### src/rtl/core/assert_macros.svh
// ----------------------------------------------------------------------------
// assert_macros.svh
// Concurrent assertion shorthands, sampled on clk, with an empty body for
// synthesis builds.
// ----------------------------------------------------------------------------
`ifndef ASSERT_MACROS_SVH
`define ASSERT_MACROS_SVH

`ifndef SYNTH

// Check on every rising edge of clk while out of reset.
`define ASSERT_RST(lbl, prop, msg) \
	lbl: assert property (@(posedge clk) disable iff (!arst_n) (prop)) else $error(msg);

// Check on every rising edge of clk, reset included.
`define ASSERT_ALWAYS(lbl, prop, msg) \
	lbl: assert property (@(posedge clk) (prop)) else $error(msg);

`else

`define ASSERT_RST(lbl, prop, msg)
`define ASSERT_ALWAYS(lbl, prop, msg)

`endif

`endif

### src/rtl/core/hfe_pkg.sv
// ----------------------------------------------------------------------------
// hfe_pkg
// Shared types, constants and the CRC-16 byte update of the frame encoder.
// ----------------------------------------------------------------------------
`default_nettype none

package hfe_pkg;

	localparam logic [7:0]  FLAG_BYTE = 8'h7E;
	localparam logic [7:0]  ESC_BYTE  = 8'h7D;
	localparam logic [7:0]  ESC_FLAG  = 8'h5E;
	localparam logic [7:0]  ESC_ESC   = 8'h5D;
	localparam logic [15:0] CRC_POLY  = 16'h8408;
	localparam logic [15:0] CRC_INIT  = 16'hFFFF;

	// default depth of the command queue between front and back
	localparam int QUEUE_DEPTH = 2;

	// one accepted item, classified and ready for the back end
	typedef struct packed {
		logic [15:0] fcs;    // complemented CRC, valid when last is set
		logic [7:0]  data;
		logic        last;
		logic        mode;   // frame uses flags and escaping
		logic        open;   // emit an opening flag first
	} hfe_entry_t;

	typedef struct packed {
		logic empty;
		logic full;
	} hfe_q_status_t;

	typedef enum logic [2:0] {
		BK_FIRST,
		BK_OPEN,
		BK_DATA,
		BK_FCS_LO,
		BK_FCS_HI,
		BK_CLOSE
	} hfe_bk_state_t;

	// reflected CRC-16, one byte, LSB first
	function automatic logic [15:0] crc_byte(input logic [15:0] crc, input logic [7:0] b);
		logic [15:0] c;
		c = crc ^ {8'h00, b};
		for (int i = 0; i < 8; i++) begin
			c = c[0] ? ((c >> 1) ^ CRC_POLY) : (c >> 1);
		end
		return c;
	endfunction

endpackage

`default_nettype wire

### src/rtl/core/hfe_front.sv
// ----------------------------------------------------------------------------
// hfe_front
// Accepts payload items, tracks frame state and CRC, pushes one command each.
// ----------------------------------------------------------------------------
`default_nettype none

module hfe_front (
	input  wire logic                  clk,
	input  wire logic                  arst_n,
	input  wire logic                  s_tvalid,
	output logic                       s_tready,
	input  wire logic [7:0]            s_tdata,
	input  wire logic                  s_tlast,
	input  wire logic                  s_tuser,
	input  wire hfe_pkg::hfe_q_status_t q_stat,
	output logic                       q_push,
	output hfe_pkg::hfe_entry_t        q_entry
);

	logic [15:0] crc_q;
	logic        inside_q;
	logic        mode_q;
	logic        mode_eff;
	logic [15:0] crc_start;
	logic [15:0] crc_next;

	assign s_tready  = !q_stat.full;
	assign q_push    = s_tvalid && s_tready;

	// a new frame samples the mode and restarts the CRC
	assign mode_eff  = inside_q ? mode_q : s_tuser;
	assign crc_start = inside_q ? crc_q : hfe_pkg::CRC_INIT;
	assign crc_next  = hfe_pkg::crc_byte(crc_start, s_tdata);

	always_comb begin
		q_entry.fcs  = ~crc_next;
		q_entry.data = s_tdata;
		q_entry.last = s_tlast;
		q_entry.mode = mode_eff;
		q_entry.open = !inside_q && s_tuser;
	end

	always_ff @(posedge clk or negedge arst_n) begin
		if (!arst_n) begin
			crc_q    <= hfe_pkg::CRC_INIT;
			inside_q <= 1'b0;
			mode_q   <= 1'b0;
		end else if (q_push) begin
			mode_q   <= mode_eff;
			inside_q <= !s_tlast;
			crc_q    <= s_tlast ? hfe_pkg::CRC_INIT : crc_next;
		end
	end

endmodule

`default_nettype wire

### src/rtl/core/hfe_queue.sv
// ----------------------------------------------------------------------------
// hfe_queue
// Small command queue between the front and back ends.
// ----------------------------------------------------------------------------
`default_nettype none

`include "assert_macros.svh"

module hfe_queue #(
	parameter int QDEPTH = hfe_pkg::QUEUE_DEPTH
) (
	input  wire logic                clk,
	input  wire logic                arst_n,
	input  wire logic                push,
	input  wire hfe_pkg::hfe_entry_t push_entry,
	input  wire logic                pop,
	output hfe_pkg::hfe_entry_t      head,
	output hfe_pkg::hfe_q_status_t   stat
);

	localparam int PW = (QDEPTH > 1) ? $clog2(QDEPTH) : 1;
	localparam int CW = $clog2(QDEPTH + 1);

	hfe_pkg::hfe_entry_t mem_q [QDEPTH];
	logic [PW-1:0] wr_ptr_q;
	logic [PW-1:0] rd_ptr_q;
	logic [CW-1:0] cnt_q;
	logic          do_push;
	logic          do_pop;

	function automatic logic [PW-1:0] ptr_inc(input logic [PW-1:0] p);
		return (p == PW'(QDEPTH - 1)) ? '0 : p + 1'b1;
	endfunction

	assign stat.empty = (cnt_q == '0);
	assign stat.full  = (cnt_q == CW'(QDEPTH));
	assign do_push    = push && !stat.full;
	assign do_pop     = pop && !stat.empty;
	assign head       = mem_q[rd_ptr_q];

	always_ff @(posedge clk) begin
		if (do_push) begin
			mem_q[wr_ptr_q] <= push_entry;
		end
	end

	always_ff @(posedge clk or negedge arst_n) begin
		if (!arst_n) begin
			wr_ptr_q <= '0;
			rd_ptr_q <= '0;
			cnt_q    <= '0;
		end else begin
			if (do_push) begin
				wr_ptr_q <= ptr_inc(wr_ptr_q);
			end
			if (do_pop) begin
				rd_ptr_q <= ptr_inc(rd_ptr_q);
			end
			if (do_push && !do_pop) begin
				cnt_q <= cnt_q + 1'b1;
			end else if (do_pop && !do_push) begin
				cnt_q <= cnt_q - 1'b1;
			end
		end
	end

	`ASSERT_RST(a_q_no_overflow, !(push && stat.full), "queue push while full")
	`ASSERT_RST(a_q_no_underflow, !(pop && stat.empty), "queue pop while empty")
	`ASSERT_RST(a_q_cnt_bound, cnt_q <= CW'(QDEPTH), "queue count beyond depth")

endmodule

`default_nettype wire

### src/rtl/core/hfe_back.sv
// ----------------------------------------------------------------------------
// hfe_back
// Expands each command into flags, escaped bytes and FCS, one byte a cycle while the output is not stalled.
// ----------------------------------------------------------------------------
`default_nettype none

`include "assert_macros.svh"

module hfe_back (
	input  wire logic                   clk,
	input  wire logic                   arst_n,
	input  wire hfe_pkg::hfe_entry_t    head,
	input  wire hfe_pkg::hfe_q_status_t q_stat,
	output logic                        pop,
	output logic                        m_tvalid,
	input  wire logic                   m_tready,
	output logic [7:0]                  m_tdata,
	output logic                        m_tlast
);

	hfe_pkg::hfe_bk_state_t st_q, st_d, cur, nxt;
	logic       esc_q, esc_d;
	logic       step;
	logic       coded;
	logic [7:0] src;
	logic       hold_esc;
	logic       done;
	logic [7:0] byte_d;
	logic       last_d;

	// advance whenever a command waits and the output register is free
	assign step = !q_stat.empty && (!m_tvalid || m_tready);

	// next state
	always_comb begin
		cur = (st_q == hfe_pkg::BK_FIRST) ?
			(head.open ? hfe_pkg::BK_OPEN : hfe_pkg::BK_DATA) : st_q;
		coded = 1'b0;
		src   = head.data;
		nxt   = hfe_pkg::BK_FIRST;
		unique case (cur)
			hfe_pkg::BK_OPEN: begin
				nxt = hfe_pkg::BK_DATA;
			end
			hfe_pkg::BK_DATA: begin
				coded = 1'b1;
				src   = head.data;
				nxt   = head.last ? hfe_pkg::BK_FCS_LO : hfe_pkg::BK_FIRST;
			end
			hfe_pkg::BK_FCS_LO: begin
				coded = 1'b1;
				src   = head.fcs[7:0];
				nxt   = hfe_pkg::BK_FCS_HI;
			end
			hfe_pkg::BK_FCS_HI: begin
				coded = 1'b1;
				src   = head.fcs[15:8];
				nxt   = head.mode ? hfe_pkg::BK_CLOSE : hfe_pkg::BK_FIRST;
			end
			default: begin
				nxt = hfe_pkg::BK_FIRST;
			end
		endcase
		hold_esc = coded && head.mode && !esc_q &&
			(src == hfe_pkg::FLAG_BYTE || src == hfe_pkg::ESC_BYTE);
		done  = !hold_esc && (nxt == hfe_pkg::BK_FIRST);
		st_d  = hold_esc ? cur : nxt;
		esc_d = hold_esc;
		pop   = step && done;
	end

	// outputs
	always_comb begin
		if (!coded) begin
			byte_d = hfe_pkg::FLAG_BYTE;
		end else if (hold_esc) begin
			byte_d = hfe_pkg::ESC_BYTE;
		end else if (esc_q) begin
			byte_d = (src == hfe_pkg::FLAG_BYTE) ? hfe_pkg::ESC_FLAG : hfe_pkg::ESC_ESC;
		end else begin
			byte_d = src;
		end
		last_d = done;
	end

	always_ff @(posedge clk or negedge arst_n) begin
		if (!arst_n) begin
			st_q     <= hfe_pkg::BK_FIRST;
			esc_q    <= 1'b0;
			m_tvalid <= 1'b0;
		end else begin
			if (step) begin
				st_q  <= st_d;
				esc_q <= esc_d;
			end
			if (step) begin
				m_tvalid <= 1'b1;
			end else if (m_tready) begin
				m_tvalid <= 1'b0;
			end
		end
	end

	always_ff @(posedge clk) begin
		if (step) begin
			m_tdata <= byte_d;
			m_tlast <= last_d;
		end
	end

	`ASSERT_RST(a_bk_esc_phase, !esc_q || st_q == hfe_pkg::BK_DATA || st_q == hfe_pkg::BK_FCS_LO || st_q == hfe_pkg::BK_FCS_HI, "escape pending outside a coded byte")
	`ASSERT_RST(a_bk_esc_second, (step && esc_q) |=> (m_tdata == hfe_pkg::ESC_FLAG || m_tdata == hfe_pkg::ESC_ESC), "bad second escape byte")
	`ASSERT_RST(a_bk_pop_last, (step && hold_esc) |-> !pop, "command dropped mid escape")

endmodule

`default_nettype wire

### src/rtl/core/hdlc_frame_encoder_crc16.sv
// ----------------------------------------------------------------------------
// hdlc_frame_encoder_crc16
// Async-HDLC style byte framer with CRC-16/X.25 frame check sequence.
// ----------------------------------------------------------------------------
// Payload bytes enter one item at a time; the item marked last ends the frame
// and the complemented CRC-16 (reflected, poly 0x8408, init 0xFFFF) follows it,
// low byte first. The framing mode is taken from tuser on a frame's first item
// only. In framed mode the frame opens and closes with 0x7E, and every payload
// and FCS byte equal to 0x7E or 0x7D goes out as 7D 5E or 7D 5D. In plain mode
// bytes and FCS go out unchanged. m_tlast marks the final byte that one input
// item causes. The front end accepts an item (CRC update and classification)
// and pushes a command into a queue of QDEPTH entries; the back end drains it
// at one output byte per cycle while m_tready allows. An item yields 1 output
// byte when ordinary, 2 when it is escaped, up to 8 for a one-byte framed
// frame with both FCS bytes escaped. The sustained rate is set by that single
// output byte lane; input ready drops only when the queue is full. No reset
// pass is needed.
// ----------------------------------------------------------------------------
`default_nettype none

module hdlc_frame_encoder_crc16 #(
	parameter int QDEPTH = hfe_pkg::QUEUE_DEPTH
) (
	input  wire logic       clk,
	input  wire logic       arst_n,
	input  wire logic       s_tvalid,
	output logic            s_tready,
	input  wire logic [7:0] s_tdata,   // [7:0] data_byte
	input  wire logic       s_tlast,   // last_byte
	input  wire logic       s_tuser,   // [0] framed_mode
	output logic            m_tvalid,
	input  wire logic       m_tready,
	output logic [7:0]      m_tdata,   // [7:0] out_byte
	output logic            m_tlast    // run_last
);

	hfe_pkg::hfe_entry_t    push_entry;
	hfe_pkg::hfe_entry_t    head;
	hfe_pkg::hfe_q_status_t q_stat;
	logic                   push;
	logic                   pop;

	// front: accept items, run the CRC, classify into commands
	hfe_front u_front (
		.clk      (clk),
		.arst_n   (arst_n),
		.s_tvalid (s_tvalid),
		.s_tready (s_tready),
		.s_tdata  (s_tdata),
		.s_tlast  (s_tlast),
		.s_tuser  (s_tuser),
		.q_stat   (q_stat),
		.q_push   (push),
		.q_entry  (push_entry)
	);

	// hold commands so front and back stall independently
	hfe_queue #(
		.QDEPTH (QDEPTH)
	) u_queue (
		.clk        (clk),
		.arst_n     (arst_n),
		.push       (push),
		.push_entry (push_entry),
		.pop        (pop),
		.head       (head),
		.stat       (q_stat)
	);

	// back: emit flags, escapes and FCS through the output register
	hfe_back u_back (
		.clk      (clk),
		.arst_n   (arst_n),
		.head     (head),
		.q_stat   (q_stat),
		.pop      (pop),
		.m_tvalid (m_tvalid),
		.m_tready (m_tready),
		.m_tdata  (m_tdata),
		.m_tlast  (m_tlast)
	);

endmodule

`default_nettype wire

### config.mk
export PLATFORM = sky130hd
export DESIGN_NAME = hdlc_frame_encoder_crc16
export DESIGN_NICKNAME = d
export VERILOG_FILES = /design/src/rtl/core/hfe_pkg.sv /design/src/rtl/core/hfe_front.sv /design/src/rtl/core/hfe_queue.sv /design/src/rtl/core/hfe_back.sv /design/src/rtl/core/hdlc_frame_encoder_crc16.sv
export VERILOG_INCLUDE_DIRS = /design/src /design/src/rtl/core
export SDC_FILE = /design/constraint.sdc
export NUM_CORES = 1
export LEC_CHECK = 0
export ABC_AREA = 0
export BUFFER_PORTS_ARGS = -buffer_cell sky130_fd_sc_hd__buf_2
export CAP_MARGIN = 15
export CORE_ASPECT_RATIO = 1.5
export CORE_MARGIN = 5
export CORE_UTILIZATION = 45
export CTS_CLUSTER_SIZE = 14
export DETAILED_ROUTE_END_ITERATION = 8
export GPL_TIMING_DRIVEN = 1
export PLACE_DENSITY = 0.64
export SLEW_MARGIN = 20
export SYNTH_ARGS = -nofsm -noshare
export SYNTH_HDL_FRONTEND = slang
export SYNTH_SLANG_ARGS = --single-unit
### constraint.sdc
create_clock -name clk -period 2.65 [get_ports clk]
set_input_delay 0.265 -clock clk [delete_from_list [all_inputs] [get_ports clk]]
set_output_delay 0.265 -clock clk [all_outputs]
set_load 0.005 [all_outputs]
# Word-level counts from Yosys, hierarchy flattened
# Memories as Yosys holds them, arrays and structs flattened.
# Index checks and enable logic that the tools add are counted.
dict set report word_totals {
  register_bits 36
  mem_bits_rw 54
  output_inout_bits 11
  elab_cells 95
  mem_count 1
}
dict set report classes {
  add_sub_neg 4
  n_eq_ne 7
  muxes 30
  n_bitwise 11
  reduce_logical 30
}
# memory words word_bits read_ports rd_clocked_by_memory_dff wr line_no
set mem_list {}
lappend mem_list {u_queue.mem_q 2 27 1 0 1 hfe_queue.sv:24} ;# hfe_pkg::hfe_entry_t mem_q [QDEPTH];
# cell n
set ops {}
lappend ops {{2-to-1 mux 16 bit} 10}
lappend ops {{NOT 2 -> 3 bit} 8}
lappend ops {{equality test 8 x 7 -> 1 bit (second input constant)} 2}
lappend ops {{NOT 16 bit} 1}
lappend ops {{one-hot mux 8 bit (2 select lines)} 1}
lappend ops {{XOR 16 x 8 -> 16 bit} 1}
lappend ops {{logical AND 1 bit} 12}
lappend ops {{2-to-1 mux 2 bit} 6}
lappend ops {{one-hot mux 3 bit (4 select lines)} 1}
lappend ops {{logical NOT 1 bit} 9}
lappend ops {{2-to-1 mux 3 bit} 3}
lappend ops {{2-to-1 mux 1 bit} 8}
lappend ops {{2-to-1 mux 8 bit} 1}
lappend ops {{equality test 3 x 2 -> 1 bit (second input constant)} 2}
lappend ops {{logical NOT 3 bit} 2}
lappend ops {{nonzero test 2 bit} 2}
lappend ops {{equality test 3 x 1 -> 1 bit (second input constant)} 1}
lappend ops {{equality test 3 bit (second input constant)} 1}
lappend ops {{OR reduction 3 bit} 1}
lappend ops {{adder 1 bit (second input constant)} 2}
lappend ops {{adder 2 x 1 -> 2 bit (second input constant)} 1}
lappend ops {{equality test 2 bit (second input constant)} 1}
lappend ops {{logical NOT 2 bit} 1}
lappend ops {{logical OR 1 bit} 2}
lappend ops {{3 further kinds} 3}

# Logic depth before layout (Yosys ltp)
dict set report logic_depth {
  depth_word 19
  ltp_mapped 11
  mapped_depth_nobuf 9
}

# Hierarchy
# From an unflattened synthesis, not the netlist that was laid out.
dict set report unflattened {
  cells_unflattened 366
  hier_area_um2 4678.2
}
# module instances cells_per_inst area_each_um2 seq_area_each_um2
set modules_own_cells {}
lappend modules_own_cells {hfe_queue 1 103 2244.7 1721.7}
lappend modules_own_cells {hfe_front 1 131 1262.5 470.5}
lappend modules_own_cells {hfe_back 1 132 1171.1 395.4}

# Worst setup path before layout
# Ideal clock, no wire load.
dict set report synth_timing {
  path_type {register to register}
  from {reg u_back.st_q[1]}
  to {reg u_queue.cnt_q[1]}
  setup_time_ns 0.125
  arrival_time_ns 2.498
  required_time_ns 2.525
  setup_slack_ns 0.027
  stages_incl_launch_ff 11
  path_buffers 1
  path_cell_list {dfrtp_1 or3b_1 clkbuf_2 o22a_1 a222oi_1 nand4_2 o21ai_0 ha_1 xor2_1 nor2_1 xor2_1}
}
dict set report synth_via {
  elab_chain_cells 15
  word_cells_on_any_way 26
  cone_classes {6 x eq/ne; 5 x mux; 15 x reduce/logical}
}
# item line_no
set synth_lines {}
lappend synth_lines {{start, declared} hfe_back.sv:21} ;# hfe_pkg::hfe_bk_state_t st_q, st_d, cur, nxt;
lappend synth_lines {{start signal, assigned} hfe_back.sv:88} ;# st_q <= hfe_pkg::BK_FIRST;
lappend synth_lines {{start signal, assigned} hfe_back.sv:93} ;# st_q <= st_d;
lappend synth_lines {{logical NOT 3 bit} hfe_back.sv:36} ;# cur = (st_q == hfe_pkg::BK_FIRST) ?
lappend synth_lines {{2-to-1 mux 3 bit *} hfe_back.sv:36}
lappend synth_lines {{parallel branches: the longest is 7 deep, another holds one-hot mux 8 bit (2 select lines)} --}
lappend synth_lines {{logical AND 1 bit *} hfe_back.sv:66} ;# done = !hold_esc && (nxt == hfe_pkg::BK_FIRST);
lappend synth_lines {{logical AND 1 bit *} hfe_back.sv:69} ;# pop = step && done;
lappend synth_lines {{logical AND 1 bit *} hfe_queue.sv:38} ;# assign do_pop = pop && !stat.empty;
lappend synth_lines {{logical NOT 1 bit} hfe_queue.sv:59} ;# if (do_push && !do_pop) begin
lappend synth_lines {{logical AND 1 bit} hfe_queue.sv:59}
lappend synth_lines {{2-to-1 mux 2 bit / nonzero test 2 bit (equally long branches)} --}
lappend synth_lines {{end signal, assigned} hfe_queue.sv:60} ;# cnt_q <= cnt_q + 1'b1;
lappend synth_lines {{end signal, assigned} hfe_queue.sv:62} ;# cnt_q <= cnt_q - 1'b1;
lappend synth_lines {{end, declared} hfe_queue.sv:27} ;# logic [CW-1:0] cnt_q;
# Every way passes the cells marked *.
# A chain may end at the register's enable or synchronous reset.

# Worst setup path after layout
dict set report layout_timing {
  from {reg u_queue.rd_ptr_q}
  to {reg u_back.m_tlast (data pin)}
}
dict set report layout_via {
  elab_chain_cells 11
  word_cells_on_any_way 22
  cone_classes {6 x eq/ne; 7 x mux; 8 x reduce/logical; 1 x memory}
}
# item line_no
set layout_lines {}
lappend layout_lines {{start, declared} hfe_queue.sv:26} ;# logic [PW-1:0] rd_ptr_q;
lappend layout_lines {{start signal, assigned} hfe_queue.sv:57} ;# rd_ptr_q <= ptr_inc(rd_ptr_q);
lappend layout_lines {{memory (2 x 27 bit) *} --}
lappend layout_lines {{parallel branches: the longest is 9 deep, another holds one-hot mux 8 bit (2 select lines)} --}
lappend layout_lines {{logical AND 1 bit *} hfe_back.sv:66}
lappend layout_lines {{via u_back.done} hfe_back.sv:27} ;# logic done;
lappend layout_lines {{end signal, assigned} hfe_back.sv:107} ;# m_tlast <= last_d;
lappend layout_lines {{end, declared} hfe_back.sv:18} ;# output logic m_tlast
# Mark *: on every way through the listed nets, which the timed path passes.

==> run_summary.xml <==
<?xml version="1.0" encoding="UTF-8"?>
<metrics>
  <group name="clocking">
    <metric name="tritoncts.num_buffers" unit="">9</metric>
    <metric name="worstSkewPairLatency" unit="ns">0.34</metric>
    <metric name="tritoncts_clock_tree" unit="">done</metric>
    <metric name="root_buffer" unit="">clkbuf_16</metric>
    <metric name="tritoncts_num_sinks" unit="">90</metric>
    <metric name="htree_levels" unit="">3</metric>
    <metric name="clockBufferDepth" unit="">2</metric>
    <metric name="cts.clk_slew.worst_paths" unit="ns">0.06</metric>
  </group>
  <group name="pwr">
    <metric name="worst_ir_drop_vdd" unit="mV">0.7238</metric>
    <metric name="power_frac_seq" unit="">0.399</metric>
    <metric name="clock_network_fraction_of_total_power" unit="">0.212</metric>
    <metric name="leakage" unit="uW">0.001847</metric>
    <metric name="power.share.switching" unit="">0.3329</metric>
    <metric name="intPower" unit="uW">4219</metric>
    <metric name="power.density_cell_area" unit="nW/um^2">1288</metric>
    <metric name="power_frac_comb" unit="">0.389</metric>
    <metric name="switchingPower" unit="uW">2105</metric>
  </group>
  <group name="drt">
    <metric name="remaining_drc_errors" unit="">0</metric>
    <metric name="drt_iter0_markers" unit="">130</metric>
    <metric name="antenna_nets_post_route" unit="">0</metric>
    <metric name="drt-vias-per-instance" unit="">5.286</metric>
    <metric name="dr.pass1.iters" unit="">5</metric>
    <metric name="detail_route.wl_per_cell" unit="um">17.07</metric>
    <metric name="total_wirelength" unit="um">8246</metric>
    <metric name="routed-via-count" unit="">2553</metric>
  </group>
  <group name="synthesis">
    <metric name="synth_enable_flop_cells" unit="">63</metric>
    <metric name="synth-adder-area-share" unit="">0.003058</metric>
    <metric name="synth_compound_area_frac" unit="">0.1009</metric>
    <metric name="post_synth_mux_area_share" unit="">0.06636</metric>
    <metric name="post_synthesis_average_cell_area" unit="um^2">12.99</metric>
    <metric name="dominantRegCellSynth" unit="">edfxtp_1</metric>
    <metric name="synth.yosys.warnings" unit="">0</metric>
    <metric name="yosys.area_share.xor_xnor" unit="">0.07492</metric>
    <metric name="postSynthNetCount" unit="">330</metric>
    <metric name="synth.cell_area" unit="um^2">4091</metric>
    <metric name="synth-async-reset-ratio" unit="">0.3000</metric>
    <metric name="yosys.area_share.simple" unit="">0.1006</metric>
    <metric name="synth_top_family_by_area" unit="">compound AO/OA/AOI/OAI gates</metric>
    <metric name="synth-seq-area-share" unit="">0.6324</metric>
    <metric name="syn-instance-count" unit="">315</metric>
    <metric name="yosys.cell_types.count" unit="">49</metric>
    <metric name="yosys_register_bits" unit="">90</metric>
  </group>
  <group name="sta">
    <metric name="finalSetupViolCount" unit="">0</metric>
    <metric name="rsz_0062_raised_after_global_routing" unit="">true</metric>
    <metric name="slew-limit-headroom" unit="">0.5650</metric>
    <metric name="skew" unit="ns">0.006435</metric>
    <metric name="worst_case_hold_slack" unit="ns">0.1356</metric>
    <metric name="timing.final.max_slew_violations" unit="">0</metric>
    <metric name="setup_tns" unit="ns">0</metric>
    <metric name="finalWorstPathRequiredPeriod" unit="ns">2.574</metric>
    <metric name="min_period_over_period" unit="">0.9713</metric>
    <metric name="worstMarginPinSlew" unit="ns">0.6525</metric>
    <metric name="hold_viol" unit="">0</metric>
    <metric name="fmaxAchievable" unit="MHz">388.5</metric>
  </group>
  <group name="worst_setup_path">
    <metric name="critPathBufInv" unit="">4</metric>
    <metric name="crit_slowest_cell" unit="">dfrtp_1</metric>
    <metric name="critical_path_peak_fanout" unit="">21</metric>
    <metric name="crit_arrival" unit="ns">2.67</metric>
    <metric name="longest_individual_stage_delay_on_the_worst_path" unit="ns">0.42</metric>
    <metric name="reg2reg_slack" unit="ns">0.08</metric>
    <metric name="worst-endpoint-required" unit="ns">2.74</metric>
    <metric name="endpoint_kind" unit="">register</metric>
    <metric name="critical_path.cell_chain" unit="">buf_12 &gt; buf_4 &gt; mux2i_1 &gt; o22a_1 &gt; o211a_1 &gt; o211ai_1 &gt; buf_4 &gt; buf_4 &gt; or2_2 &gt; o211a_1</metric>
    <metric name="timing.critical_path.mode_cell" unit="">buf_4</metric>
    <metric name="worstSetupStartpointType" unit="">register</metric>
    <metric name="crit_type" unit="">reg -&gt; reg</metric>
    <metric name="cpLargestDelayFamily" unit="">buffers and inverters</metric>
  </group>
  <group name="place">
    <metric name="gp_congestion" unit="">0.8350</metric>
    <metric name="dp.final_hpwl" unit="um">5727</metric>
    <metric name="post_dp_cell_area" unit="um^2">4493</metric>
    <metric name="io_buffers" unit="">24</metric>
  </group>
  <group name="die">
    <metric name="die_width" unit="um">87.86</metric>
    <metric name="initial_core_util" unit="">0.4607</metric>
    <metric name="num_io_pins" unit="">25</metric>
    <metric name="rows" unit="">42</metric>
    <metric name="die_y" unit="um">126.8</metric>
    <metric name="core_area" unit="um^2">8881</metric>
    <metric name="dieArea" unit="um^2">11140</metric>
  </group>
  <group name="grt">
    <metric name="antenna_found_initial" unit="">0</metric>
    <metric name="grt.total_usage" unit="">0.1565</metric>
    <metric name="grt_pass1_vias" unit="">2557</metric>
    <metric name="grt_first_pass_wirelength" unit="um">12900</metric>
    <metric name="grt-ovfl-total" unit="">0</metric>
    <metric name="grt_start_max_net_pins" unit="">28</metric>
  </group>
  <group name="finish">
    <metric name="finalInstanceArea" unit="um^2">4910</metric>
    <metric name="area_grow_syn2layout" unit="%">20.00</metric>
    <metric name="finish.utilization" unit="">0.5528</metric>
    <metric name="finalNetCount" unit="">383</metric>
    <metric name="filler_cell_count" unit="">726</metric>
    <metric name="n_antenna_cell" unit="">0</metric>
    <metric name="final_layout_size_suffix_gt1_frac" unit="">0.2976</metric>
  </group>
  <group name="worst_hold_path">
    <metric name="timing.hold.worst.class" unit="">in -&gt; reg</metric>
  </group>
  <group name="outcome">
    <metric name="run_status" unit="">complete, no violations</metric>
  </group>
  <group name="flow_run">
    <metric name="maxcap_viol_count" unit="">0</metric>
  </group>
</metrics>
power by group through the flow:
stage	combinational, uW	clock, uW	sequential [uW]
after floorplan	1580	0	2470
after global placement	2310	0	2520
after detailed placement	2340	0	2540
after CTS	2370	1370	2520
after global routing	2680	1430	2570
final	2460	1340	2520
cells in the final DEF (no fill, tap or decap), types with 8 or more instances in the layout:
cell type   n
dfstp_2    16
edfxtp_1   63
dfrtp_1     8
mux2_2      9
a21oi_1    18
xnor2_1    24
nor2b_1     8
buf_2      24
buf_4      29
nand3_1    10
nand2_1    18
mux2i_1    17
xor2_1     11
nand2b_1    8
nor2_1     22
clkbuf_16   9
cells by family after synthesis:
logic type      Yosys count
simple gates             81
mux                      26
compound gates           61
flops                    90
buf+inv                  21
fa+ha+maj                 1
xor+xnor                 35
final cells by class:
| cell class | instances | area [um^2] | area share |
|---|---|---|---|
| Sequential cell | 90 | 2591 | 0.5278 |
| Inverter | 8 | 30.03 | 0.006116 |
| Multi-Input combinational cell | 204 | 1465 | 0.2984 |
| Timing Repair Buffer | 55 | 367.9 | 0.07492 |
| Clock buffer | 9 | 225.2 | 0.04587 |
| Clock inverter | 7 | 92.59 | 0.01886 |
| Tap cell | 110 | 137.6 | 0.02803 |
repair_timing:
action | CTS | global route
buffers inserted | 0 | 5
hold endpoints to repair | 11 | 0
resized for setup | 5 | 12
endpoints found under the setup margin | 1 | 7
pin swaps | 1 | 7
hold buffers | 1 | 0
through the flow:
step | worst slack [ns] | total power (uW) | instances
after floorplan | 0.02689 | 4051 | 315
after global placement | 0.04340 | 4827 | 461
after detailed placement | -0.01505 | 4879 | 461
after CTS | 0.03147 | 6260 | 478
after global routing | -0.04187 | 6686 | 483
final | 0.07607 | 6324 | 483
path summary, 6_finish.rpt:
kind | cells after the start | startpoint | endpoint
worst max-delay path | 10 | u_queue.rd_ptr_q | u_back.m_tlast
worst min register to register | 2 | u_front.mode_q | u_front.mode_q
worst min-delay path | 1 | s_tlast | u_queue.mem_q[1][2]
min in group asynchronous | 2 | arst_n | u_front.inside_q
max in group asynchronous | 2 | arst_n | u_back.st_q[2]
worst max register to register | 10 | u_queue.rd_ptr_q | u_back.m_tlast
registers in the layout, summed over array words and instances (netlist names):
name and count:
u_front.mode_q 1, u_back.esc_q 1, u_back.st_q 3, u_queue.wr_ptr_q 1
u_front.crc_q 16, u_queue.cnt_q 2, u_back.m_tvalid 1, u_back.m_tlast 1
u_front.inside_q 1, u_queue.mem_q 54, u_queue.rd_ptr_q 1, u_back.m_tdata 8
worst reg2reg max path, delay by kind of cell (launching register included):
kind / cells / cell delay [ns]
AOI/OAI and AO/OA: 4 / 0.64
muxes: 1 / 0.28
DFF: 1 / 0.42
and+or+nand+nor: 1 / 0.30
buffers and inverters: 4 / 0.68
synth_stat cells (all sizes together), types with 3 or more instances:
cell type,instances,area share
clkbuf,5,0.0049
nor2,24,0.022
a21o,3,0.0055
xnor2,24,0.051
o22ai,4,0.0061
o21ai,9,0.011
nand2b,8,0.012
buf,8,0.0095
mux2i,17,0.042
nand2,18,0.017
dfrtp,11,0.067
o211a,3,0.0073
mux2,9,0.025
dfstp,16,0.10
edfxtp,63,0.46
inv,7,0.0064
xor2,11,0.024
nor2b,8,0.012
o22a,7,0.015
a21oi,18,0.022
nand3,10,0.012
per-layer routing:
metal	track usage	vias up	share of wire
met5	0	-	0
met2	0.2695	35	0.53
met3	0.03245	11	0.025
met4	0.06685	0	0.020
met1	0.1858	1251	0.43
li1	-	1256	-
(Power assumes the default switching activity.)
